File: src/hw/rtl/cpu8_pkg.sv
`timescale 1ns / 1ps
// ----------------------------------------------------------------------------
// cpu8_pkg
// Shared beat types, operation codes and register codes for the 8-bit ALU
// with its register file.
// ----------------------------------------------------------------------------
package cpu8_pkg;

  // Operation class carried in the func field.
  localparam logic [1:0] FUNC_ALU      = 2'd0;
  localparam logic [1:0] FUNC_INCDEC   = 2'd1;
  localparam logic [1:0] FUNC_LOAD_REG = 2'd2;
  localparam logic [1:0] FUNC_LOAD_FLG = 2'd3;

  // ALU group operation, opcode bits 5..3.
  localparam logic [2:0] ALU_ADD = 3'd0;
  localparam logic [2:0] ALU_ADC = 3'd1;
  localparam logic [2:0] ALU_SUB = 3'd2;
  localparam logic [2:0] ALU_SBC = 3'd3;
  localparam logic [2:0] ALU_AND = 3'd4;
  localparam logic [2:0] ALU_XOR = 3'd5;
  localparam logic [2:0] ALU_OR  = 3'd6;
  localparam logic [2:0] ALU_CP  = 3'd7;

  // INC/DEC kind, opcode bits 2..0. Any other kind decrements.
  localparam logic [2:0] KIND_INC = 3'd4;

  // Register codes.
  localparam logic [2:0] REG_B   = 3'd0;
  localparam logic [2:0] REG_MEM = 3'd6;
  localparam logic [2:0] REG_A   = 3'd7;

  localparam int unsigned NUM_REGS = 8;

  typedef struct packed {
    logic [1:0] func;
    logic [7:0] opcode;
    logic [7:0] mem_value;
  } in_beat_t;

  typedef struct packed {
    logic [7:0] result;
    logic [2:0] dest;
    logic       dest_written;
    logic       mem_write;
    logic       zero_flag;
    logic       sub_flag;
    logic       half_flag;
    logic       carry_flag;
  } out_beat_t;

  // Flags packed as Z, N, H, C from bit 3 down to bit 0.
  typedef struct packed {
    logic z;
    logic n;
    logic h;
    logic c;
  } flags_t;

  // State update produced by the execute logic for one beat.
  typedef struct packed {
    logic       reg_we;
    logic [2:0] reg_idx;
    logic [7:0] reg_data;
    flags_t     flags;
  } wb_t;

endpackage

File: src/hw/rtl/cpu8_rf.sv
`timescale 1ns / 1ps
// ----------------------------------------------------------------------------
// cpu8_rf
// Register file B..L and A plus the flag register, with one selectable
// read port, a fixed read of A and one write port.
// ----------------------------------------------------------------------------
module cpu8_rf
  import cpu8_pkg::*;
(
  input  logic       clk,
  input  logic       rst,
  input  logic       we,
  input  wb_t        wb,
  input  logic [2:0] rd_idx,
  output logic [7:0] rd_data,
  output logic [7:0] a_data,
  output flags_t     flags
);

  logic [7:0] regs [NUM_REGS];

  // Entry 6 is never written by the execute logic and stays zero.
  always_ff @(posedge clk) begin
    if (rst) begin
      regs  <= '{default: 8'd0};
      flags <= '0;
    end else if (we) begin
      if (wb.reg_we) begin
        regs[wb.reg_idx] <= wb.reg_data;
      end
      flags <= wb.flags;
    end
  end

  assign rd_data = regs[rd_idx];
  assign a_data  = regs[REG_A];

endmodule

File: src/hw/rtl/cpu8_exec.sv
`timescale 1ns / 1ps
// ----------------------------------------------------------------------------
// cpu8_exec
// Combinational execute logic: ALU group, INC/DEC, register and flag loads.
// ----------------------------------------------------------------------------
module cpu8_exec
  import cpu8_pkg::*;
(
  input  in_beat_t   beat,
  input  logic [7:0] operand,
  input  logic [7:0] a_val,
  input  flags_t     flags,
  output out_beat_t  res,
  output wb_t        wb
);

  logic [2:0] kind;
  logic [2:0] src;
  logic [7:0] b_val;
  logic [7:0] v_val;
  logic       cin;
  logic       ci;
  logic [8:0] sum9;
  logic [4:0] sum5;
  logic [8:0] dif9;
  logic [4:0] dif5;
  logic [7:0] r;
  flags_t     f;

  assign kind  = beat.opcode[5:3];
  assign src   = beat.opcode[2:0];
  assign cin   = flags.c;
  assign b_val = (src == REG_MEM) ? beat.mem_value : operand;
  assign v_val = (kind == REG_MEM) ? beat.mem_value : operand;
  assign ci    = ((kind == ALU_ADC) || (kind == ALU_SBC)) ? cin : 1'b0;

  assign sum9 = {1'b0, a_val} + {1'b0, b_val} + {8'd0, ci};
  assign sum5 = {1'b0, a_val[3:0]} + {1'b0, b_val[3:0]} + {4'd0, ci};
  assign dif9 = {1'b0, a_val} - {1'b0, b_val} - {8'd0, ci};
  assign dif5 = {1'b0, a_val[3:0]} - {1'b0, b_val[3:0]} - {4'd0, ci};

  always_comb begin
    r   = '0;
    f   = flags;
    res = '0;
    wb  = '0;
    unique case (beat.func)
      FUNC_ALU: begin
        unique case (kind)
          ALU_ADD, ALU_ADC: begin
            r = sum9[7:0];
            f = '{z: (r == 8'd0), n: 1'b0, h: sum5[4], c: sum9[8]};
          end
          ALU_SUB, ALU_SBC, ALU_CP: begin
            r = dif9[7:0];
            f = '{z: (r == 8'd0), n: 1'b1, h: dif5[4], c: dif9[8]};
          end
          ALU_AND: begin
            r = a_val & b_val;
            f = '{z: (r == 8'd0), n: 1'b0, h: 1'b1, c: 1'b0};
          end
          ALU_XOR: begin
            r = a_val ^ b_val;
            f = '{z: (r == 8'd0), n: 1'b0, h: 1'b0, c: 1'b0};
          end
          ALU_OR: begin
            r = a_val | b_val;
            f = '{z: (r == 8'd0), n: 1'b0, h: 1'b0, c: 1'b0};
          end
          default: begin
            r = '0;
          end
        endcase
        res.dest         = REG_A;
        res.dest_written = (kind != ALU_CP);
        wb.reg_we        = (kind != ALU_CP);
        wb.reg_idx       = REG_A;
      end
      FUNC_INCDEC: begin
        if (src == KIND_INC) begin
          r = v_val + 8'd1;
          f = '{z: (r == 8'd0), n: 1'b0, h: (v_val[3:0] == 4'hF), c: flags.c};
        end else begin
          r = v_val - 8'd1;
          f = '{z: (r == 8'd0), n: 1'b1, h: (v_val[3:0] == 4'h0), c: flags.c};
        end
        res.dest         = kind;
        res.dest_written = 1'b1;
        res.mem_write    = (kind == REG_MEM);
        wb.reg_we        = (kind != REG_MEM);
        wb.reg_idx       = kind;
      end
      FUNC_LOAD_REG: begin
        r                = beat.mem_value;
        res.dest         = src;
        res.dest_written = (src != REG_MEM);
        wb.reg_we        = (src != REG_MEM);
        wb.reg_idx       = src;
      end
      FUNC_LOAD_FLG: begin
        r        = {beat.mem_value[7:4], 4'd0};
        f        = beat.mem_value[7:4];
        res.dest = REG_B;
      end
      default: begin
        r = '0;
      end
    endcase
    res.result     = r;
    res.zero_flag  = f.z;
    res.sub_flag   = f.n;
    res.half_flag  = f.h;
    res.carry_flag = f.c;
    wb.reg_data    = r;
    wb.flags       = f;
  end

endmodule

File: src/hw/rtl/cpu8_alu_with_register_file_unit.sv
`timescale 1ns / 1ps
// ----------------------------------------------------------------------------
// cpu8_alu_with_register_file_unit
// 8-bit ALU and INC/DEC unit with its own register file and Z/N/H/C flags.
// ----------------------------------------------------------------------------
// The unit accepts one input beat per clock while in_stall is low and
// returns exactly one result beat for every input beat, in order. The beat
// is captured in the input register when accepted, executed in one pass of
// combinational logic, and captured in the result register when that
// register can take it, and is then offered on the output.
// The register file and flags are updated at the same edge that loads the
// result register, so the next beat in the input register always sees the
// state its predecessor left and no forwarding is needed. Without stalls,
// the sustained rate is one beat per cycle, set by the single execute pass
// between the two registers. While the result register holds a waiting
// result, the input register can still take one more beat; once both are
// full, the input stall follows the output stall in the same cycle.
// ----------------------------------------------------------------------------
module cpu8_alu_with_register_file_unit
  import cpu8_pkg::*;
(
  input  logic      clk,
  input  logic      rst,
  input  logic      in_valid,
  output logic      in_stall,
  input  in_beat_t  in_data,
  output logic      out_valid,
  input  logic      out_stall,
  output out_beat_t out_data
);

  logic       s1_valid;
  in_beat_t   s1_beat;
  logic       advance;
  logic       execute;
  logic [2:0] rd_idx;
  logic [7:0] rd_data;
  logic [7:0] a_data;
  flags_t     flags;
  out_beat_t  exec_res;
  wb_t        wb;

  // The result register can take a new beat when it is empty or being read.
  assign advance  = !out_valid || !out_stall;
  assign execute  = s1_valid && advance;
  assign in_stall = s1_valid && !advance;

  // Input register.
  always_ff @(posedge clk) begin
    if (rst) begin
      s1_valid <= 1'b0;
    end else if (!in_stall) begin
      s1_valid <= in_valid;
    end
  end

  always_ff @(posedge clk) begin
    if (in_valid && !in_stall) begin
      s1_beat <= in_data;
    end
  end

  // INC/DEC names its target in bits 5..3; everything else reads bits 2..0.
  assign rd_idx = (s1_beat.func == FUNC_INCDEC) ? s1_beat.opcode[5:3]
                                                : s1_beat.opcode[2:0];

  cpu8_rf u_rf (
    .clk     (clk),
    .rst     (rst),
    .we      (execute),
    .wb      (wb),
    .rd_idx  (rd_idx),
    .rd_data (rd_data),
    .a_data  (a_data),
    .flags   (flags)
  );

  cpu8_exec u_exec (
    .beat    (s1_beat),
    .operand (rd_data),
    .a_val   (a_data),
    .flags   (flags),
    .res     (exec_res),
    .wb      (wb)
  );

  // Result register.
  always_ff @(posedge clk) begin
    if (rst) begin
      out_valid <= 1'b0;
    end else if (advance) begin
      out_valid <= s1_valid;
    end
  end

  always_ff @(posedge clk) begin
    if (execute) begin
      out_data <= exec_res;
    end
  end

endmodule
File: config.mk
export PLATFORM = sky130hd
export DESIGN_NAME = cpu8_alu_with_register_file_unit
export DESIGN_NICKNAME = d
export VERILOG_FILES = /design/src/hw/rtl/cpu8_pkg.sv /design/src/hw/rtl/cpu8_rf.sv /design/src/hw/rtl/cpu8_exec.sv /design/src/hw/rtl/cpu8_alu_with_register_file_unit.sv
export SDC_FILE = /design/constraint.sdc
export NUM_CORES = 1
export LEC_CHECK = 0
export BUFFER_PORTS_ARGS = -buffer_cell sky130_fd_sc_hd__buf_2
export CAP_MARGIN = 10
export CORE_MARGIN = 5
export CORE_UTILIZATION = 55
export CTS_BUF_LIST = sky130_fd_sc_hd__clkbuf_8
export CTS_CLUSTER_SIZE = 16
export DETAILED_ROUTE_END_ITERATION = 8
export HOLD_SLACK_MARGIN = 0.15
export PLACE_DENSITY = 0.81
export SYNTH_ARGS = -nofsm -noshare
export SYNTH_HDL_FRONTEND = slang
export SYNTH_HIERARCHICAL = 1
export SYNTH_SLANG_ARGS = --single-unit
File: constraint.sdc
create_clock -name clk -period 7 [get_ports clk]
set_input_delay 0.35 -clock clk [delete_from_list [all_inputs] [get_ports clk]]
set_output_delay 0.35 -clock clk [all_outputs]
set_load 0.02 [all_outputs]
# Word-level counts from Yosys, hierarchy flattened
# Cells that the tools add are included.
dict set report op_classes {
  n_mux 19
  n_eq_ne 16
  n_addsub 10
  n_bitwise 5
  n_reduce_logical 23
  n_lt_le_gt_ge 3
}
# cell count
set ops {}
lappend ops {{$bwmux W64} 1}
lappend ops {{$logic_not A8 Y1} 7}
lappend ops {{$mux W8} 6}
lappend ops {{$pmux W8 S5} 1}
lappend ops {{$pmux W8 S4} 1}
lappend ops {{$bmux W8 S3} 1}
lappend ops {{$demux W8 S3} 1}
lappend ops {{$pmux W4 S3} 2}
lappend ops {{$pmux W4 S5} 1}
lappend ops {{$eq A3 B3 Y1 const B} 6}
lappend ops {{$pmux W3 S4} 1}
lappend ops {{$add A8 B8 Y9} 1}
lappend ops {{$add A9 B1 Y9} 1}
lappend ops {{$ne A3 B3 Y1 const B} 3}
lappend ops {{$sub A8 B8 Y9} 1}
lappend ops {{$sub A9 B1 Y9} 1}
lappend ops {{$add A8 B1 Y8 const B} 1}
lappend ops {{$and A8 B8 Y8} 1}
lappend ops {{$ge A4 B4 Y1 const B} 2}
lappend ops {{$not A3 Y4} 2}
lappend ops {{$or A8 B8 Y8} 1}
lappend ops {{$sub A8 B1 Y8 const B} 1}
lappend ops {{$xor A8 B8 Y8} 1}
lappend ops {{$eq A3 B2 Y1 const B} 2}
lappend ops {{other kinds (22)} 30}
dict set report word_totals {
  elab_cells 101
  register_bits 103
}

# Longest topological paths before layout
dict set report depth {
  depth_word 12
  mapped_depth 21
  depth_no_buf 18
}

# Modules after synthesis
# The synthesis kept the hierarchy.
# mod area_per_inst_um2 cells_each instances
set modules_own_cells {}
lappend modules_own_cells {cpu8_rf 3293.2 297 1}
lappend modules_own_cells {cpu8_exec 2775.2 397 1}
lappend modules_own_cells {cpu8_alu_with_register_file_unit 1187.4 49 1}

# Least setup slack after synthesis
# No wires, ideal clock.
dict set report synth_timing {
  kind {reg-to-reg}
  from {register s1_beat[17] in the netlist's numbering}
  to {register, netlist name u_rf/flags[3]}
  stages_incl_launch_ff 22
  path_slack_ns 2.354
  t_arrival_ns 4.582
  cell_sequence {edfxtp_1 nor2b_4 mux2_4 buf_6 buf_12 mux4_2 mux2_2 mux2_2 ha_1 clkbuf_1 inv_2 ha_1 nor4b_2 a211oi_1 xor2_1 or4_1 nor3_1 a211oi_1 o22ai_1 buf_4 mux2i_1 nor2_1}
}
# item line
set synth_rtl {}
lappend synth_rtl {{start, declared} cpu8_alu_with_register_file_unit.sv:33} ;# in_beat_t s1_beat;
lappend synth_rtl {{start signal, assigned} cpu8_alu_with_register_file_unit.sv:59} ;# s1_beat <= in_data;

==> metrics.md <==
| Metric | Value |
|---|---|
| Largest net degree at the start of global routing | 79 |
| HPWL Detailed | around 14000 um |
| Synthesis Warnings | 6 |
| Final Hold Vio Count | 0 |
| Mean Syn Cell Area | 9.71 um2 |
| Minimum clock period | 5580 ps |
| Critical path class | reg -> reg |
| Worst-path maximum fanout | 29 |
| Clk pin slew, worst setup/hold paths | 110 ps |
| DR vias | 5788 |
| Clk Latency, worst-skew pair | between 300 and 400 ps |
| WL/cell | approximately 21 um |
| Post-synthesis net count | 802 |
| Peak supply drop | roughly 0.00013 V |
| CTS tree | yes |
| TritonCTS Buffers | 9 |
| Num rows | 41 |
| Critical Path AT | 5890 ps |
| Crit. End Element | flip-flop |
| Max layer used | met4 |
| Final global-route overflow total | 0 |
| Max-slew headroom | 35.0% |
| Largest stage delay, worst path | 610 ps |
| Final setup fails | 0 |
| CTS root buf | clkbuf_8 |
| Syn Inst Count | 741 |
| Leak | 3.29 nW |
| RSZ-0062 raised after global routing | false |
| CP Launch Type | flip-flop |
| Setup Skew | 11.9 ps |
| Nets | just over 800 |
| CP required | 7320 ps |
| Antenna Nets Post-Route | 0 |
| Routability congestion estimate from global placement | 0.919 |
| Synth-to-Final Area Change | 5.44% |
| Dpl cell area | 7250 um2 |
| Syn Std Cell Area | between 7000 and 8000 um2 |
| DRC | 0 |
| Setup_tns | 0 ps |
| Crit path cell chain | buf_4 -> nor2b_4 -> mux2_4 -> mux4_1 -> mux2_2 -> mux2_2 -> ha_1 -> inv_1 -> ha_1 -> nor3_1 -> a211oi_1 -> a31oi_1 -> xnor2_1 -> nand2_1 -> a31oi_1 -> nand2b_1 -> mux2i_1 |
| PwrDens | ~170 nW/um2 |
| Place WS | 1580 ps |
| Die area | 15500 um2 |
| Wirelength, routed | slightly below 20000 um |
| IO Pins | 41 |
| Initial Util | approximately 57% |
| Routed vias/inst | roughly 6.3 |
| Outcome | finished, final reports clean |
| Number of buffers added on ports | 38 |
| Met3 routed WL | 1360 um |
| Layout cells sized above 1 | 13.2% |
| Max-slew violation count | 0 |
| Vias in the first global route | roughly 5.6k |
| Met1 Wirelength | 7880 um |
| Slew @ Worst Pin | just under 1000 ps |
| Placed cell count | 893 |
| First-pass GRT wire length | 30200 um |
| Fill cells | 1121 |
| Initial antenna violation count | 0 |
| Drt first-iter violations | 742 |
| Max frequency | 0.179 GHz |
| PnR worst setup slack | 1420 ps |
| Fin area | 7590 um2 |
| Clock sink count | 103 |
| Fin cells | 922 |
| Critical path's slowest cell | a31oi_1 |
| ANT cells | 0 |
| Max Cap Viol | 0 |
| Clock Path Buffers | 2 |
| Routed wl met2 | around 9400 um |
| First-pass DRT Iterations | 6 |
| Die height | 124 um |
| Max H-tree Level | 3 |
| Core area | 12700 um2 |
| Die X | roughly 120 um |
| Fin util | 59.6% |
| Worst hold path class | in -> reg |
| Fin crit share | 79.6% |
| GRT Util Overall | ~24% |
## through the flow
stage / hold WS [ps] / power (mW)
4_1_cts: 155 / 1.29
5_1_grt: 157 / 1.34
3_3_place_gp: 457 / 0.889
2_1_floorplan: 419 / 0.846
3_5_place_dp: 466 / 0.895
6_report: 169 / 1.29
## what timing repair did
action                                  in CTS  in global routing
buffers inserted                             0                  0
endpoints found under the setup margin       0                  0
hold buffers                                13                  0
gates resized for setup                      0                  0
endpoints found under the hold margin       13                  0
## routing by layer
metal,up-vias,global-route usage [%]
met2,292,40.6
met1,2795,31.9
met4,0,7.99
met5,-,0
li1,2652,-
met3,49,3.99
## flip-flops by register name, summed over array words and instances (netlist names)
register / cells
out_data: 17
u_rf/flags: 4
out_valid: 1
s1_beat: 16
u_rf/regs: 56
u_rf/a_data: 8
s1_valid: 1
## worst paths after layout
path | start | end | slack [ps] | cells past startpoint
worst max-delay path | s1_beat[16]$_DFFE_PP_ | u_rf/regs[47]$_SDFFE_PP0P_ | 1420 | 17
worst min register to register | u_rf/regs[33]$_SDFFE_PP0P_ | u_rf/regs[33]$_SDFFE_PP0P_ | 480 | 2
worst max register to register | s1_beat[16]$_DFFE_PP_ | u_rf/regs[47]$_SDFFE_PP0P_ | 1420 | 17
worst min-delay path | in_data[0] | s1_beat[0]$_DFFE_PP_ | 170 | 1
## worst max-delay path: cells and delay by family, from the launching register on
family	cells	cell delay [ps]
mux	5	1860
compound gates	3	1200
fa+ha+maj	2	770
simple gates	4	700
buf+inv	2	390
flops	1	340
xor+xnor	1	220
## report_power, final
group	total [mW]	internal, mW	switching (mW)
Clock	0.393	0.145	0.248
Sequential	0.649	0.636	0.0133
Combinational	0.245	0.0935	0.151
Total	1.29	0.874	0.413
## area by class of cell
cell class / instances / area (um2) / area share [%]
well taps: 172 / 215 / 2.84
multi-input cells: 527 / 4230 / 55.7
clock inverters: 7 / 86.3 / 1.14
clock buffers: 9 / 124 / 1.63
flip-flops and latches: 103 / 2390 / 31.5
inverters: 47 / 176 / 2.33
repair buffers: 57 / 365 / 4.82
## layout by cell type, fill, tap and decap left out, types with 4 or more instances in the layout
master,n
dfxtp_1,70
mux2i_1,67
nand2b_1,63
inv_1,45
o21ai_0,39
buf_2,38
nand2_1,35
ha_1,35
edfxtp_1,33
nor2_1,32
a21oi_1,32
nand3_1,19
xor2_1,15
mux2_2,14
nor3_1,14
xnor2_1,14
dlygate4sd3_1,13
nor2b_1,12
mux4_1,12
clkbuf_8,9
o21ai_1,9
o22ai_1,7
nand4_1,7
buf_4,6
a222oi_1,6
a211oi_1,6
or3_1,6
mux2i_2,5
mux4_2,5
a22oi_1,4
nor3b_1,4
and3_1,4
a21o_1,4
fa_1,4
Note: power is estimated with default switching activity, not from simulation.
